## config.mk

```make
export PLATFORM = sky130hd
export DESIGN_NAME = swa_ram
export DESIGN_NICKNAME = d
export VERILOG_FILES = /design/src/design/swa_ram.sv
export SDC_FILE = /design/constraint.sdc
export NUM_CORES = 2
export LEC_CHECK = 0
export BUFFER_PORTS_ARGS = -buffer_cell sky130_fd_sc_hd__buf_2
export CAP_MARGIN = 0
export CORE_MARGIN = 10
export CORE_UTILIZATION = 35
export DETAILED_ROUTE_END_ITERATION = 6
export HOLD_SLACK_MARGIN = 0.08
export PLACE_DENSITY = 0.6
export SLEW_MARGIN = 10
export SYNTH_ARGS = -nofsm -noshare
export SYNTH_HDL_FRONTEND = slang
export SYNTH_SLANG_ARGS = --single-unit
export TNS_END_PERCENT = 20
```

## constraint.sdc

```tcl
create_clock -name clk_i -period 6.6 [get_ports clk_i]
set_input_delay 1.98 -clock clk_i [delete_from_list [all_inputs] [get_ports clk_i]]
set_output_delay 1.98 -clock clk_i [all_outputs]
set_load 0.02 [all_outputs]
```

## src/design/swa_ram.sv

```systemverilog
// ----------------------------------------------------------------------------
// swa_ram: generic RAM
// One write port, two read ports, registered read data.
// ----------------------------------------------------------------------------
`default_nettype none

module swa_ram #(
  parameter int WIDTH = 32,
  parameter int DEPTH = 64
) (
  input  wire logic                     clk_i,
  input  wire logic                     we_i,
  input  wire logic [$clog2(DEPTH)-1:0] waddr_i,
  input  wire logic [WIDTH-1:0]         wdata_i,
  input  wire logic [$clog2(DEPTH)-1:0] raddr_a_i,
  output logic      [WIDTH-1:0]         rdata_a_o,
  input  wire logic [$clog2(DEPTH)-1:0] raddr_b_i,
  output logic      [WIDTH-1:0]         rdata_b_o
);

  logic [WIDTH-1:0] mem_q [DEPTH];

  always_ff @(posedge clk_i) begin
    if (we_i) begin
      mem_q[waddr_i] <= wdata_i;
    end
    rdata_a_o <= mem_q[raddr_a_i];
    rdata_b_o <= mem_q[raddr_b_i];
  end

endmodule

`default_nettype wire

```

# Word level (Yosys, flattened, before mapping)
# Memories as Yosys holds them, arrays and structs flattened. A register that Yosys moved wholly into a read port is not among the register bits.
# Index checks and enable logic that the tools add are counted.
# word_totals
in_bits	52
mem_count	1
ff_bits	0
ram_bits	2048
word_cells	3
out_inout_bits	64
# memory_table
memory	depth	word_bits	read_ports	rd_ports_with_merged_regs	write_ports	line_no	source
mem_q	64	32	2	2	1	21	logic [WIDTH-1:0] mem_q [DEPTH];
# classes
mux	2
# op_table
cell	count
1-bit two-way mux	2

# Logic depth before layout (Yosys ltp)
# depth
ltp_word	2
depth_mapped	10
ltp_nobuf	5

# Least setup slack after synthesis
# Ideal clock, no wire load.
# synth_timing
kind	input port to flip-flop
startpoint	input waddr_i[3]
endpoint	memory mem_q[48][0], enable pin
setup_ns	0.461
setup_slack_ns	1.429
required_time_ns	6.139
path_buffers	1
arrival_time_ns	4.710
stages	4
cell_sequence	clkbuf_1 -> nor2b_1 -> nand4b_1 -> nor3_1
# synth_rtl
element	line_no	source
start: declaration	13	input wire logic [$clog2(DEPTH)-1:0] waddr_i,
end: declaration	21	
# No word-level cell before the write port.

==> results.md <==
- Run status: complete, no violations
- Final Skew: 0.0342 ns
- Net total in the final layout: 4670
- Portion of the post-synthesis area used by sequential elements: 65.6%
- ANT nets after route: 0
- Final hold violation count: 0
- Clock-pin slew on the worst setup and hold paths: 0.06 ns
- Area of the mapped netlist: 95700 um^2
- Yosys warning count: 0
- Portion of the clock cycle consumed by the worst path in the final layout: 68.3%
- Number of remaining DRC errors: 0
- Clock tree from TritonCTS: built
- Area growth from synthesis to final layout: 13.5%
- Number of synthesized register bits: 2112
- Category of the worst setup path capture point: flop
- Total core area: 271000 um^2
- Max Cap Viol: 0
- Storage cell area: 62800 um^2
- Category of the worst setup path launch point: input port
- Final number of max-transition violations: 0
- Netlist cell types: 38
- Initial antenna violation count: 38
- Total nets after synthesis: 4464
- H-tree depth: 4
- Wirelength, routed: 308 mm
- Commonest non-fill, non-tap cell in the layout: edfxtp_1
- Cells after synthesis: 4412
- Area of placed instances: 102000 um^2
- Number of port buffers: 115
- Maximum VDD drop: 0.261 mV
- Clock Root Buffer: clkbuf_16
- Vias: 52067
- Last weighted congestion value of the routability-driven placer: 0.825
- Hold Path Class: reg -> reg
- Leading cell types in the layout, fill and taps excluded: 2048 x edfxtp_1, 1124 x mux4_2, 212 x clkbuf_16
- Final HPWL from detailed placement: 189 mm
- Area used by multi-input combinational logic: 31700 um^2
- Clock buffer count from CTS: 210
- Final non-filler cell area: 109000 um^2
- Fillers: 23739
- Minimum setup slack after placement: 1.24 ns
- Maximum number of pins on one net before global-route repair: 94
- Number of detailed-routing iterations run before antenna repair: 5
- Class of the most critical setup path: in -> reg
- Overall die height: 543 um
- Worst path required time: 7.30 ns
- Drt via density: 6.21
- Most used DFF post-synth: edfxtp_1
- Buffers inserted during post-CTS setup optimization: 0
- Detailed router's first-iteration violation count: 7486
- Ratio of cells with drive above 1 in the final layout: 39.1%
- Post-CTS sizing: 0
- Final core utilization: 40.0%
- Die Width: 543 um
- Via count of the first global-routing pass: 53133
- Critical path data arrival time: 5.21 ns
- Avg Synthesized Cell Area: 21.7 um^2
- Starting density of the core: 35.2%
- Upper clock frequency limit: 0.222 GHz
- Ratio of total power to cell area: 270 nW/um^2
- Slew @ Worst Pin: 1.35 ns
- Worst Setup Slack, final: 2.09 ns
- Worst-path maximum fanout: 47
- Final setup violation count: 0
- GRT Overall Usage: 20.5%
- FFs w/ async S/R, synth: 0%
- Static leakage power: 0.0337 uW
- Post-CTS Hold Buffers: 0
- Final critical-path required period: 4.51 ns
- Average detailed-routed wire length per instance: 36.7 um
- Clk sinks: 2112
- Maximum clock path buffer count: 3
- Row count: 191
- Setup TNS Final: 0 ns
- Global-route wire length before repair: 429 mm
- I/O pin count: 116
- Total Power Consumption: 29300 uW
- Normalized max-slew margin: 9.67%
- Global route total overflow: 0
- Post-synth EDFFs: 2048
- Insertion delay to the later sink of the worst-skew pair: 0.87 ns
- Setup repair after global routing missed its margin: false
- Die area: 295000 um^2
-- through the flow --
stage	hold WS (ns)	instances
global placement	0.825	7974
CTS	0.822	8367
detailed placement	0.834	7975
global route	0.896	8372
finish	0.851	8385
floorplan	0.780	4412
-- logic make-up after synthesis --
group / share of synthesized area, %
compound gates: 2.39
flops: 65.6
buf+inv: 1.83
simple gates: 1.13
mux: 29.0
-- layer usage --
layer | vias up | wire [um] | track usage (%)
li1 | 19966 | - | -
met1 | 28470 | 119000 | 27.5
met2 | 2995 | 145000 | 32.6
met3 | 620 | 30600 | 4.94
met4 | 16 | 12900 | 7.71
met5 | - | 103 | 0
-- flip-flops by register name (all words and copies together) (netlist names) --
register / count
mem_q: 2048
rdata_a_o: 32
rdata_b_o: 32
-- layout make-up --
cell class / instances / area share [%]
flip-flops and latches: 2112 / 57.8
multi-input cells: 1952 / 29.2
clock buffers: 281 / 5.26
well taps: 3570 / 4.11
repair buffers: 341 / 2.68
clock inverters: 111 / 0.930
diodes: 17 / 0.0392
inverters: 1 / 0.00346
-- synthesized netlist by cell type (19+ instances only) --
cell	instances	area, um^2
clkbuf_1	135	507
mux2_2	36	405
nor2b_1	19	119
a21oi_1	58	290
o21ai_1	31	155
buf_1	25	93.8
o211ai_1	27	203
buf_4	55	413
mux2i_1	204	2040
a22oi_1	85	638
edfxtp_1	2048	61500
dfxtp_1	64	1280
nand2_1	93	349
mux4_2	1124	25300
o22ai_1	56	350
buf_2	121	606
nor2_1	94	353
-- report_power, final --
group | internal (uW) | switching, uW | total (uW)
logic | 994 | 1500 | 2490
clock network | 6690 | 5140 | 11800
registers | 14900 | 130 | 15000
total | 22500 | 6770 | 29300
-- worst max-delay path, cell delays in order --
cell	delay, ns
buf_8	0.52
buf_12	0.39
buf_4	0.47
mux4_2	0.58
mux2_2	0.28
o211ai_1	0.71
a21oi_1	0.13
-- worst paths after layout --
check	start	to	slack (ns)	cells after the start
max	raddr_b_i[0]	rdata_b_o[19]	2.09	7
min reg2reg	mem_q[39][15]	rdata_a_o[15]	0.85	4
max reg2reg	mem_q[45][31]	rdata_a_o[31]	4.19	5
min	mem_q[39][15]	rdata_a_o[15]	0.85	4
(Power assumes the default switching activity.)
