--- src/design/swa_pkg.sv ---
// ----------------------------------------------------------------------------
// swa_pkg: shared constants, types and helpers
// Sizes of the window store and lag store, divider request/response bundles.
// ----------------------------------------------------------------------------
`default_nettype none

package swa_pkg;

  localparam int NUM_WINDOWS   = 4;
  localparam int WINDOW_LENGTH = 16;

  localparam int LAG_W     = $clog2(WINDOW_LENGTH);
  localparam int B_W       = (NUM_WINDOWS > 1) ? $clog2(NUM_WINDOWS) : 1;
  localparam int WIN_DEPTH = NUM_WINDOWS * WINDOW_LENGTH;
  localparam int WIN_AW    = $clog2(WIN_DEPTH);
  localparam int FILL_W    = LAG_W + 2;
  localparam int DUMP_LAGS = (WINDOW_LENGTH < 16) ? WINDOW_LENGTH : 16;

  localparam int DIV_N_W   = 7;

  typedef struct packed {
    logic                start;
    logic [63:0]         dividend;  // left-aligned
    logic [32:0]         divisor;
    logic [DIV_N_W-1:0]  nbits;
  } div_req_t;

  typedef struct packed {
    logic        done;
    logic [63:0] quotient;
    logic [32:0] remainder;
  } div_rsp_t;

  // Staggered start of window b
  function automatic logic signed [FILL_W-1:0] fill_init(input int b);
    fill_init = FILL_W'(-((b * WINDOW_LENGTH) / NUM_WINDOWS));
  endfunction

  function automatic logic signed [63:0] sat_add64(input logic signed [63:0] a,
                                                   input logic signed [63:0] b);
    logic signed [63:0] s;
    s = a + b;
    if ((a[63] == b[63]) && (s[63] != a[63])) begin
      sat_add64 = a[63] ? {1'b1, 63'd0} : {1'b0, {63{1'b1}}};
    end else begin
      sat_add64 = s;
    end
  endfunction

endpackage

`default_nettype wire

--- src/design/swa_div.sv ---
// ----------------------------------------------------------------------------
// swa_div: iterative unsigned divider
// Restoring division, one quotient bit per cycle over nbits steps.
// ----------------------------------------------------------------------------
`default_nettype none

module swa_div
  import swa_pkg::*;
(
  input  wire logic     clk_i,
  input  wire logic     rst_ni,
  input  wire div_req_t req_i,
  output div_rsp_t      rsp_o
);

  logic                busy_q;
  logic [DIV_N_W-1:0]  cnt_q;
  logic [63:0]         dvd_q;
  logic [63:0]         quo_q;
  logic [32:0]         rem_q;
  logic [32:0]         dsr_q;
  logic                done_q;

  logic [33:0] rem_sh;
  logic        fits;

  assign rem_sh = {rem_q, dvd_q[63]};
  assign fits   = rem_sh >= {1'b0, dsr_q};

  always_ff @(posedge clk_i or negedge rst_ni) begin
    if (!rst_ni) begin
      busy_q <= 1'b0;
      done_q <= 1'b0;
      cnt_q  <= '0;
    end else begin
      done_q <= 1'b0;
      if (req_i.start) begin
        busy_q <= 1'b1;
        cnt_q  <= req_i.nbits;
        dvd_q  <= req_i.dividend;
        dsr_q  <= req_i.divisor;
        quo_q  <= '0;
        rem_q  <= '0;
      end else if (busy_q) begin
        dvd_q <= {dvd_q[62:0], 1'b0};
        quo_q <= {quo_q[62:0], fits};
        rem_q <= fits ? 33'(rem_sh - {1'b0, dsr_q}) : rem_sh[32:0];
        cnt_q <= cnt_q - 1'b1;
        if (cnt_q == DIV_N_W'(1)) begin
          busy_q <= 1'b0;
          done_q <= 1'b1;
        end
      end
    end
  end

  assign rsp_o.done      = done_q;
  assign rsp_o.quotient  = quo_q;
  assign rsp_o.remainder = rem_q;

endmodule

`default_nettype wire

--- config.mk ---
export PLATFORM = sky130hd
export DESIGN_NAME = swa_div
export DESIGN_NICKNAME = d
export VERILOG_FILES = /design/src/design/swa_pkg.sv /design/src/design/swa_div.sv
export SDC_FILE = /design/constraint.sdc
export NUM_CORES = 1
export LEC_CHECK = 0
export BUFFER_PORTS_ARGS = -buffer_cell sky130_fd_sc_hd__buf_2
export CAP_MARGIN = 10
export CORE_MARGIN = 5
export CORE_UTILIZATION = 52
export CTS_BUF_LIST = sky130_fd_sc_hd__clkbuf_2 sky130_fd_sc_hd__clkbuf_4 sky130_fd_sc_hd__clkbuf_8
export CTS_CLUSTER_SIZE = 10
export DETAILED_ROUTE_END_ITERATION = 12
export PLACE_DENSITY = 0.84
export SYNTH_ARGS = -nofsm -noshare
export SYNTH_HDL_FRONTEND = slang
export SYNTH_SLANG_ARGS = --single-unit
--- constraint.sdc ---
create_clock -name clk_i -period 3.9 [get_ports clk_i]
set_input_delay 0.195 -clock clk_i [delete_from_list [all_inputs] [get_ports clk_i]]
set_output_delay 0.195 -clock clk_i [all_outputs]
set_load 0.1 [all_outputs]
# [Word-level counts from Yosys, hierarchy flattened]
# Cells that the tools add are included.
[totals] reg_bits=203 input_bits=107 output_inout_bits=98 wordCells=27
[op_classes] n_addsub=2 n_mux=13 reduce_logical=3 n_eq_ne=1 n_lt_le_gt_ge=1
[op_table] cell="$mux W64" n=3
[op_table] cell="$mux W33" n=2
[op_table] cell="$ge A34 B33 Y1" n=1
[op_table] cell="$sub A33 B33 Y33" n=1
[op_table] cell="$mux W7" n=2
[op_table] cell="$eq A7 B1 Y1 const B" n=1
[op_table] cell="$sub A7 B1 Y7 const B" n=1
[op_table] cell="$mux W1" n=6
[op_table] cell="$reduce_and A2 Y1" n=2
[op_table] cell="$reduce_bool A2 Y1" n=1

# [Depth between registers and ports, before layout]
[logic_depth] word_depth=4 ltp_mapped=13 depth_no_buf=12

# [Least setup slack after synthesis]
# No wires, ideal clock.
[synth_path] path_kind="flip-flop to flip-flop" startpoint="reg busy_q" endpoint="reg dvd_q[0], enable pin" synth_period_minus_slack_ns=4.089 t_required_ns=3.407 t_arrival_ns=3.596 setup_ns=0.493 stages_incl_launch_ff=4 path_slack_ns=-0.189 n_path_buf=1 cell_sequence="dfrtp_1 clkbuf_1 nor2_1 nor2b_1"
[synth_via] elab_chain_cells=2
[synth_rtl] element="from (decl)" line_no="swa_div.sv:16" source="logic busy_q;"
[synth_rtl] element="from (signal assigned)" line_no="swa_div.sv:32" source="busy_q <= 1'b0;"
[synth_rtl] element="from (signal assigned)" line_no="swa_div.sv:38" source="busy_q <= 1'b1;"
[synth_rtl] element="from (signal assigned)" line_no="swa_div.sv:50" source="busy_q <= 1'b0;"
[synth_rtl] element="$reduce_bool A2 Y1 (no line)"
[synth_rtl] element="$reduce_and A2 Y1 (no line)"
[synth_rtl] element="to (signal assigned)" line_no="swa_div.sv:40" source="dvd_q <= req_i.dividend;"
[synth_rtl] element="to (signal assigned)" line_no="swa_div.sv:45" source="dvd_q <= {dvd_q[62:0], 1'b0};"
[synth_rtl] element="to (decl)" line_no="swa_div.sv:18" source="logic [63:0] dvd_q;"
# No other way between the ends.
# A chain may end at the register's enable or synchronous reset.

# [Worst setup path in the final report]
[layout_path] startpoint="reg dvd_q[63]" endpoint="reg rem_q[28] (data pin)"
[layout_via] elab_chain_cells=3 word_cells_on_any_way=4 cone_classes="add/sub (1); order compare (1); mux (2)"
[layout_rtl] element="$sub A33 B33 Y33 / $ge A34 B33 Y1 (equally long branches)" line_no="swa_div.sv:47, swa_div.sv:28"
[layout_rtl] element="$mux W33 (*)" line_no="swa_div.sv:47" source="rem_q <= fits ? 33'(rem_sh - {1'b0, dsr_q}) : rem_sh[32:0];"
[layout_rtl] element="$mux W33 (*)" line_no="swa_div.sv:44" source="end else if (busy_q) begin"
[layout_rtl] element="to (signal assigned)" line_no="swa_div.sv:47"
[layout_rtl] element="to (decl)" line_no="swa_div.sv:20" source="logic [32:0] rem_q;"
# Mark *: on every way between the ends. The rest lies on a longest branch, timed or not.

==> impl_metrics.toml <==
[placement]
io_buffer_count = 204
hpwl_mm = 17.33
place_congestion = 0.9223

[worst_setup_path]
crit_fanout = 26
cp-end-kind = "flip-flop"
worstPathArrival_ps = 3600
worstSetupPathType = "reg2reg"
start_kind = "flip-flop"
required_ps = 4160

[run_status]
status = "completed"

[pwr]
power-per-cell-area_nw_per_um2 = 522.9
vdd_ir_drop_max_uv = 396.4
p_leak_uw = 0.006109

[min_path]
hold_class = "in2reg"

[sta]
maxSlewHeadroom_pct = 40.89
period_minus_slack_ps = 3345
maxSlewViolCount = 0
fin_tns_setup_ps = 0
worst_pin_slew_ps = 886.7
hold_viol_final = 0
worst_clock_skew_ps = 23.77
max_freq_mhz = 299.0
grt_setup_unrepaired = "no"
timing.final.crit_share_pct = 85.77
setup_viol = 0

[die]
dieArea_um2 = 24050
rows = 53
ios = 205
die_w_um = 155.1
initial_core_util_pct = 52.40
core_um2 = 20890
die_h_um = 155.1

[global_route]
grt_pass1_wl_mm = 44.09
grt_usage_pct = 22.66
grt_max_degree = 129
first_global_vias = 8433
grt-ovfl-total = 0
antenna_found_initial = 0

[logic_synthesis]
yosys.area.top_type = "edfxtp_1"
synth_cell_types = 75
synth_nets = 1053
syn_area_um2 = 10950
yosysMostFrequentCell = "edfxtp_1"
ys.flop_type = "edfxtp_1"
yosys_warnings = 0
yosys-top-cells-area = "edfxtp_1 (53%), mux2_2 (6.5%), mux2i_1 (6.1%), nor2_1 (4.0%), ha_1 (4.0%)"
synth_top_area_share_pct = 53.22
ys_ff_latch = 203
synth_edf_count = 194
synth_common_cells = "edfxtp_1 (194), nor2_1 (118), nand2_1 (72)"
ys_seq_area_share_pct = 55.27
syn_inst = 910
syn_area_per_cell_um2 = 12.03
async_reset_ff_share_pct = 4.433

[finish]
drive_above_1_share_pct = 29.71
areaGrowthSynthToFinish_pct = 27.52
final_core_util_pct = 66.83
layout.nets = 1360
antenna_cells = 0

[route]
vias_per_cell = 5.559
num_vias = 8433
drc = 0
firstDrtPassIters = 6
drt_iter0_drc = 684
wl_mm = 27.84
ant_nets = 0
routedWlPerCell_um = 18.35

[clock_tree]
cts_tree = "done"
cts.root.buffer_cell = "clkbuf_8"
clock_path_buffers = 3
clk_latency_ps = 520
htreeDepth = 2
clk_pin_slew_ps = 50
cts_buffers = 36
cts.sinks = 203

[flow_run]
cap_violations = 0
final timing paths:
kind	slack, ps	endpoint	cells after the start	start
worst max-delay path	560	rem_q[28]	12	dvd_q[63]
worst min-delay path	160	rem_q[2]	2	req_i[104]
worst max register to register	560	rem_q[28]	12	dvd_q[63]
worst min register to register	550	dvd_q[54]	1	dvd_q[53]
max in group asynchronous	2880	busy_q	3	rst_ni
min in group asynchronous	500	cnt_q[3]	3	rst_ni
worst max-delay path: stages (launching register included):
cell and delay (ps):
edfxtp_1 370, inv_1 70, ha_1 160, inv_1 60, fa_1 400, a21oi_1 190, o22ai_1 140, o31ai_4 340
o32ai_4 210, a311oi_4 390, nor2_4 220, and4_1 270, o31a_1 280
layout make-up:
type / instances / area, um^2
timing repair buffer: 316 / 2146
clock buffer: 50 / 619.3
multi-input combinational: 608 / 4487
fill: 1517 / 6929
inverter: 52 / 195.2
clock inverter: 13 / 113.9
sequential: 203 / 6055
tap: 275 / 344.1
cells in the final DEF (no fill, tap or decap), types with 3 or more instances in the layout:
master,n
buf_2,202
edfxtp_1,194
nor2_1,118
dlygate4sd3_1,105
nand2_1,72
mux2i_1,67
mux2_2,63
inv_1,52
clkbuf_8,39
ha_1,35
o21ai_0,32
a21oi_1,28
xnor2_1,18
nand3_1,14
a311oi_2,14
a21o_1,11
clkbuf_4,11
xor2_1,10
nor3_1,8
a211oi_1,8
o21bai_1,8
a311oi_1,8
dfrtp_1,8
nand4_1,7
o211ai_1,7
buf_4,7
a32oi_1,6
clkinv_1,6
nor2b_1,4
nor4_1,4
or3_1,4
o21ai_2,3
o31ai_1,3
and2_1,3
a31oi_1,3
clkinv_2,3
routing by layer:
layer  GRT usage, %  wire (um)
met3          4.924       2084
met1          30.69      11780
met4          7.948        821
met2          36.34      13150
met5              0          0
stage by stage:
| step | hold WS [ps] | total power [uW] | instances | area [um^2] | setup WS (ps) |
|---|---|---|---|---|---|
| after global placement | 372.3 | 5121 | 1349 | 12180 | 655.4 |
| after global routing | 151.2 | 7641 | 1517 | 13960 | 287.0 |
| after floorplan | -100.6 | 4731 | 910 | 10950 | 536.4 |
| after detailed placement | 373.1 | 5175 | 1349 | 12180 | 578.3 |
| final | 164.3 | 7299 | 1517 | 13960 | 555.1 |
| after CTS | 141.7 | 7296 | 1517 | 13960 | 568.1 |
state kept, by name, indices dropped and copies added (netlist names):
register and flops:
dvd_q 64, dsr_q 33, done_q 1, rem_q 33, busy_q 1, quo_q 64, cnt_q 7
timing repair:
action,in CTS,in global routing
hold buffers,105,0
setup buffers,0,0
endpoints found under the hold margin,114,0
resized for setup,0,0
cells by family (layout without fill, tap and decap cells):
family / Yosys count / after routing / synth area share, %
simple gates: 251 / 251 / 10.10
flops: 203 / 203 / 55.27
compound gates: 163 / 163 / 11.78
mux: 130 / 130 / 12.61
buf+inv: 99 / 431 / 3.806
fa+ha+maj: 36 / 36 / 4.183
xor+xnor: 28 / 28 / 2.240
power by group:
part | leakage [uW] | switching, uW | internal, uW | total [uW]
clock network | 0.000385 | 881 | 1160 | 2040
logic | 0.00369 | 1710 | 743 | 2450
registers | 0.00203 | 152 | 2650 | 2800
(Power assumes the default switching activity.)
